[config.mk]
export PLATFORM = sky130hd
export DESIGN_NAME = sef_div
export DESIGN_NICKNAME = d
export VERILOG_FILES = /design/src/hw/rtl/assert_macros.svh /design/src/hw/rtl/sef_pkg.sv /design/src/hw/rtl/sef_div.sv
export SDC_FILE = /design/constraint.sdc
export NUM_CORES = 1
export LEC_CHECK = 0
export BUFFER_PORTS_ARGS = -buffer_cell sky130_fd_sc_hd__buf_2
export CAP_MARGIN = 25
export CORE_MARGIN = 3
export CORE_UTILIZATION = 39
export CTS_CLUSTER_DIAMETER = 80
export DETAILED_ROUTE_END_ITERATION = 12
export GPL_TIMING_DRIVEN = 0
export PLACE_DENSITY_LB_ADDON = 0.12
export SLEW_MARGIN = 10
export SYNTH_ARGS = -nofsm -noshare
export SYNTH_HDL_FRONTEND = slang
export SYNTH_SLANG_ARGS = --single-unit
[constraint.sdc]
create_clock -name i_clk -period 3.2 [get_ports i_clk]
set_input_delay 0.16 -clock i_clk [delete_from_list [all_inputs] [get_ports i_clk]]
set_output_delay 0.16 -clock i_clk [all_outputs]
set_load 0.02 [all_outputs]
[src/hw/rtl/assert_macros.svh]
// Assertion macros shared by the RTL files that check their own logic.
`ifndef ASSERT_MACROS_SVH
`define ASSERT_MACROS_SVH
`ifndef SYNTHESIS
// Implication checked at every rising clock edge outside reset.
`define ASSERT_CLK(lbl, clk, rst_n, prop, msg) \
    lbl: assert property (@(posedge clk) disable iff (!rst_n) prop) else $error(msg);
// Condition that must never hold at a rising clock edge outside reset.
`define ASSERT_NEVER(lbl, clk, rst_n, cond, msg) \
    lbl: assert property (@(posedge clk) disable iff (!rst_n) !(cond)) else $error(msg);
`else
`define ASSERT_CLK(lbl, clk, rst_n, prop, msg)
`define ASSERT_NEVER(lbl, clk, rst_n, cond, msg)
`endif
`endif

[src/hw/rtl/sef_pkg.sv]
// Shared constants, types and codes of the Sobel edge frame filter.
package sef_pkg;
    localparam int MAX_WIDTH   = 1024;
    localparam int MAX_HEIGHT  = 512;
    localparam int STORE_DEPTH = MAX_WIDTH * MAX_HEIGHT;
    localparam int ADDR_W      = $clog2(STORE_DEPTH);

    localparam int DIV_NUM_W = 20;
    localparam int DIV_DEN_W = 11;
    localparam int DIV_CNT_W = 5;

    localparam logic [DIV_CNT_W-1:0] POS_STEPS = 5'd20;
    localparam logic [DIV_CNT_W-1:0] EQ_STEPS  = 5'd8;

    localparam logic CMD_PUSH  = 1'b0;
    localparam logic CMD_FETCH = 1'b1;

    localparam logic [1:0] CFG_WIDTH    = 2'd0;
    localparam logic [1:0] CFG_HEIGHT   = 2'd1;
    localparam logic [1:0] CFG_EQUALIZE = 2'd2;
    localparam logic [1:0] CFG_INVERT   = 2'd3;

    typedef struct packed {
        logic                 start;
        logic [DIV_DEN_W-1:0] rem_init;
        logic [DIV_NUM_W-1:0] num;
        logic [DIV_DEN_W-1:0] den;
        logic [DIV_CNT_W-1:0] steps;
    } t_div_req;

    typedef struct packed {
        logic                 done;
        logic [DIV_NUM_W-1:0] quot;
        logic [DIV_DEN_W-1:0] rem;
    } t_div_rsp;

    typedef enum logic [7:0] {
        S_IDLE  = 8'b00000001,
        S_POS   = 8'b00000010,
        S_ADDR  = 8'b00000100,
        S_READ  = 8'b00001000,
        S_LEVEL = 8'b00010000,
        S_EQDIV = 8'b00100000,
        S_ACC   = 8'b01000000,
        S_OUT   = 8'b10000000
    } t_state;
endpackage

[src/hw/rtl/sef_div.sv]
// Restoring divider, one quotient bit per cycle, shared by position and level math.
module sef_div
    import sef_pkg::*;
(
    input  logic     i_clk,
    input  logic     i_rst_n,
    input  t_div_req i_req,
    output t_div_rsp o_rsp
);
    logic [DIV_DEN_W-1:0] r_rem;
    logic [DIV_NUM_W-1:0] r_dvd;
    logic [DIV_DEN_W-1:0] r_den;
    logic [DIV_CNT_W-1:0] r_cnt;
    logic                 r_run;
    logic                 r_done;
    logic [DIV_DEN_W:0]   trial;
    logic                 qbit;

    assign trial = {r_rem, r_dvd[DIV_NUM_W-1]};
    assign qbit  = (trial >= {1'b0, r_den});

    always_ff @(posedge i_clk) begin
        if (!i_rst_n) begin
            r_run  <= 1'b0;
            r_done <= 1'b0;
            r_cnt  <= '0;
        end else begin
            r_done <= 1'b0;
            if (i_req.start) begin
                r_run <= 1'b1;
                r_cnt <= i_req.steps;
            end else if (r_run) begin
                r_cnt <= r_cnt - 1'b1;
                if (r_cnt == DIV_CNT_W'(1)) begin
                    r_run  <= 1'b0;
                    r_done <= 1'b1;
                end
            end
        end
    end

    always_ff @(posedge i_clk) begin
        if (i_req.start) begin
            r_rem <= i_req.rem_init;
            r_dvd <= i_req.num;
            r_den <= i_req.den;
        end else if (r_run) begin
            r_rem <= qbit ? DIV_DEN_W'(trial - {1'b0, r_den}) : DIV_DEN_W'(trial);
            r_dvd <= {r_dvd[DIV_NUM_W-2:0], qbit};
        end
    end

    assign o_rsp.done = r_done;
    assign o_rsp.quot = r_dvd;
    assign o_rsp.rem  = r_rem;
endmodule

Word-level counts from Yosys, hierarchy flattened

Cells that the tools add are included.

Word-level logic and storage cells: 25
Bits of input ports: 50
Output and inout port bits: 32
Register bits after elaboration: 49

Muxes and demuxes: 11
Magnitude comparators: 1
Reductions and logical operators: 2
Add/subtract/negate cells: 2
Bitwise gates (word level): 2
Equality and inequality tests: 1

Operator list:

| cell                  | number |
|---|---|
| $mux W20              | 2 |
| $mux W11              | 3 |
| $ge A12 B11 Y1        | 1 |
| $sub A11 B11 Y11      | 1 |
| $mux W5               | 2 |
| $eq A5 B1 Y1 const B  | 1 |
| $sub A5 B1 Y5 const B | 1 |
| $mux W1               | 4 |
| $reduce_or A3 Y1      | 1 |
| $not A1 Y1            | 2 |
| $reduce_bool A2 Y1    | 1 |

Logic depth before layout (Yosys ltp)

Word-level depth: 4
Gate-level depth with buffers: 10
Gate-level depth less buffers: 9

Worst setup path before layout

No wires, ideal clock.

Path type: register to register
Start: register r_dvd[19]
End: register r_rem[3] (data pin)
Library setup time: 0.261 ns
Stages on the path, launching flop included: 10
Path buffers: 0
Arrival time: 2.174 ns
Slack: 0.766 ns
Cells stage by stage: edfxtp_1 -> inv_1 -> ha_1 -> fa_1 -> nand2b_1 -> o2bb2ai_2 -> a21oi_2 -> o2111a_2 -> nor2_4 -> a221o_1

Longest elaborated chain between the ends: 4

RTL lines:

| what                                                      | RTL line                     | text |
|---|---|---|
| from (decl)                                               | sef_div.sv:11                | `logic [DIV_NUM_W-1:0] r_dvd;` |
| from (signal assigned)                                    | sef_div.sv:45                | `r_dvd <= i_req.num;` |
| from (signal assigned)                                    | sef_div.sv:49                | `r_dvd <= {r_dvd[DIV_NUM_W-2:0], qbit};` |
| $sub A11 B11 Y11 / $ge A12 B11 Y1 (equally long branches) | sef_div.sv:48, sef_div.sv:20 |  |
| $mux W11 (*)                                              | sef_div.sv:48                | `r_rem <= qbit ? DIV_DEN_W'(trial - {1'b0, r_den}) : DIV_DEN_W'(trial);` |
| $mux W11 (*)                                              | sef_div.sv:47                | `end else if (r_run) begin` |
| $mux W11 (*)                                              | sef_div.sv:43                | `if (i_req.start) begin` |
| to (signal assigned)                                      | sef_div.sv:44                | `r_rem <= i_req.rem_init;` |
| to (signal assigned)                                      | sef_div.sv:48                |  |
| to (decl)                                                 | sef_div.sv:10                | `logic [DIV_DEN_W-1:0] r_rem;` |

Mark *: on every way between the ends. The rest lies on a longest branch, timed or not. The select of a mux whose other input is x is not followed.
A chain may end at the register's enable or synchronous reset.

Worst setup path after layout

Start: register r_dvd[19]
End: register r_rem[10] (data pin)

The elaborated chain is that of the path after synthesis.

==> flow_summary.json <==
{
  "required_ps": 3240,
  "areaGrowthSynthToFinish_pct": 23.9,
  "comb_power_share_pct": 37.8,
  "clock-skew-final_ps": 6.97,
  "synth-seq-cells": 49,
  "numCtsBuffers": 5,
  "setup_viol": 0,
  "powerDensity_nw_per_um2": 624,
  "critPathKind": "reg -> reg",
  "cts_root_buffer": "clkbuf_8",
  "crit_path_start_kind": "flip-flop",
  "die_area_um2": 8070,
  "critPathMaxStageDelay_ps": 400,
  "ys_types": 47,
  "hold_class": "in -> reg",
  "setup_tns_ps": 0,
  "cp.arrival_ps": 2540,
  "grt_max_degree": 32,
  "worstHoldPathCells": 1,
  "first_pass_iters": 4,
  "die_w_um": 89.9,
  "max_freq_ghz": 0.400,
  "rows": 29,
  "via_count": 2144,
  "grt_pass1_vias": 2163,
  "tritoncts": "yes",
  "cp_max_fo": 10,
  "p_seq_share_pct": 40.6,
  "intPower_w": 0.00137,
  "grt-ovfl-total": 0,
  "htreeDepth": 2,
  "ys_seq_area_share_pct": 51.1,
  "crit_buf_inv": 2,
  "ys_top_cells_by_count": "edfxtp_1, mux2_2, inv_1, nand2_1, ha_1",
  "clk_pin_slew_worst_paths_ps": 100,
  "nets": 384,
  "yosysMostFrequentCell": "edfxtp_1",
  "cap_viol_max_count": 0,
  "hold_viol_final": 0,
  "wl_per_cell_um": 15.8,
  "dieHeight_um": 89.9,
  "rr_worst_depth": 10,
  "ys_async_sr_fraction_pct": 0,
  "ant_nets": 0,
  "status": "completed",
  "fin_area_um2": 3400,
  "p_sw_share_pct": 35.4,
  "max-vdd-ir-drop_uv": 233,
  "yosysTopAreaCellShare_pct": 46.0,
  "fin_crit_sh_pct": 78.1,
  "gp_congestion": 0.850,
  "cts_sinks": 49,
  "worstSetupEndpointType": "flip-flop",
  "critPathTopFamily": "compound AO/OA/AOI/OAI gates",
  "synth_warnings": 0,
  "grt_first_pass_wirelength_mm": 10.8,
  "cts_buffer_depth": 2,
  "synth.largest_area_cell": "edfxtp_1",
  "crit_cells": 10,
  "fin_crit_ps": 2500,
  "synth_edf_count": 42,
  "finalWirelength_mm": 6.53,
  "synth_ff_type": "edfxtp_1",
  "num_antenna_cells": 0,
  "tightest_slew_ps": 798,
  "max_slew_margin_pct": 46.8,
  "core_area_um2": 6570,
  "pwr-share-clk_pct": 21.6,
  "p_sw_w": 0.000750,
  "antenna_found_initial": 0,
  "drv_slew": 0,
  "drc_errors": 0,
  "drive_above_1_share_pct": 39.3,
  "dp_hpwl_mm": 4.73,
  "grt.total_usage_pct": 16.6,
  "leakagePower_nw": 1.40,
  "slowest_stage": "fa_1",
  "synth.net_count": 294,
  "drtIter0Drc": 88,
  "vias_per_cell": 5.18,
  "yosys-top-cells-area": "edfxtp_1, mux2_2, ha_1",
  "place_area_um2": 3260,
  "syn_area_um2": 2740,
  "initial_core_util_pct": 41.8,
  "crit_path_cell_trace": "inv_1, ha_1, fa_1, nand2b_1, o2bb2ai_2, a21oi_2, o2111ai_1, buf_4, a32oi_1, o31ai_1",
  "place.port_buffers": 81,
  "io_pins": 82,
  "syn_inst": 230,
  "rsz0062_at_grt": "no",
  "clk_latency_ps": 310,
  "syn_area_per_cell_um2": 11.9
}
==> what timing repair did <==
item / in CTS / in global routing
setup buffers: 0 / 0
endpoints found under the hold margin: 0 / 2
hold buffers: 0 / 2
gates resized for setup: 0 / 0
==> registers in the layout (all words and copies together) (netlist names) <==
name,cells
r_dvd,20
r_rem,11
r_run,1
r_done,1
r_cnt,5
r_den,11
==> layout by cell type (no fill, tap or decap), types with 3 or more instances in the layout <==
master     n
dfxtp_1    7
mux2_2    19
xnor2_1    6
nor3_1     5
o31a_1     3
xor2_1     5
o21ai_0    8
a32oi_1    3
a21oi_1    9
clkbuf_1   4
ha_1      13
o31ai_1    3
nor2b_1    9
and2_1     4
nand2_1   15
clkbuf_8   5
o311ai_2   4
nand2b_1   6
nand4b_1   4
inv_1     15
nor2_1     8
buf_2     84
edfxtp_1  42
buf_1      3
==> per-stage QoR <==
step | utilization [%] | setup slack, ps | hold WS [ps] | power, W | std cells
floorplan | - | 766 | 259 | 0.00145 | 230
detailed placement | 49.7 | 692 | 338 | 0.00168 | 404
CTS | 51.4 | 663 | 7.88 | 0.00214 | 412
global placement | 49.7 | 742 | 337 | 0.00166 | 404
global route | 51.7 | 460 | 2.85 | 0.00227 | 414
finish | 51.7 | 701 | 18.8 | 0.00212 | 414
==> worst paths after layout <==
path	end	start	slack [ps]
setup / recovery	r_rem[10]$_DFFE_PP_	r_dvd[19]$_DFFE_PP_	700
setup reg to reg	r_rem[10]$_DFFE_PP_	r_dvd[19]$_DFFE_PP_	700
hold reg to reg	r_done$_SDFF_PP0_	r_cnt[4]$_SDFFE_PN0P_	580
hold / removal	r_den[0]$_DFFE_PP_	i_req[5]	20
==> logic make-up after synthesis <==
family          count (synthesis)  share of synthesized area (%)
fa+ha+maj                      14                           6.66
buf+inv                        27                           4.11
mux                            19                           7.80
compound gates                 50                           14.6
simple gates                   60                           12.2
flops                          49                           51.1
xor+xnor                       11                           3.51
==> final cells by class <==
type / count / area [µm²]
Fill cell: 624 / 3170
Sequential cell: 49 / 1400
Multi-Input combinational cell: 154 / 1230
Timing Repair Buffer: 83 / 425
Tap cell: 93 / 116
Clock buffer: 5 / 68.8
Buffer: 12 / 56.3
Inverter: 15 / 56.3
Clock inverter: 3 / 43.8
==> per-layer routing <==
metal | part of all wire, % | vias to the layer above | track usage, %
met1 | 44 | 1046 | 20.8
met5 | 0 | - | 0
met2 | 48 | 55 | 27.5
met4 | 1.4 | 0 | 5.10
met3 | 6.7 | 7 | 5.09
li1 | - | 1036 | -
==> power groups by stage <==
stage | registers (W) | logic (W) | clock network [W]
after detailed placement | 0.000876 | 0.000801 | 0
after floorplan | 0.000954 | 0.000497 | 0
after global placement | 0.000873 | 0.000791 | 0
final | 0.000861 | 0.000801 | 0.000458
after CTS | 0.000862 | 0.000804 | 0.000473
after global routing | 0.000875 | 0.000890 | 0.000501
Note: power is estimated with default switching activity, not from simulation.
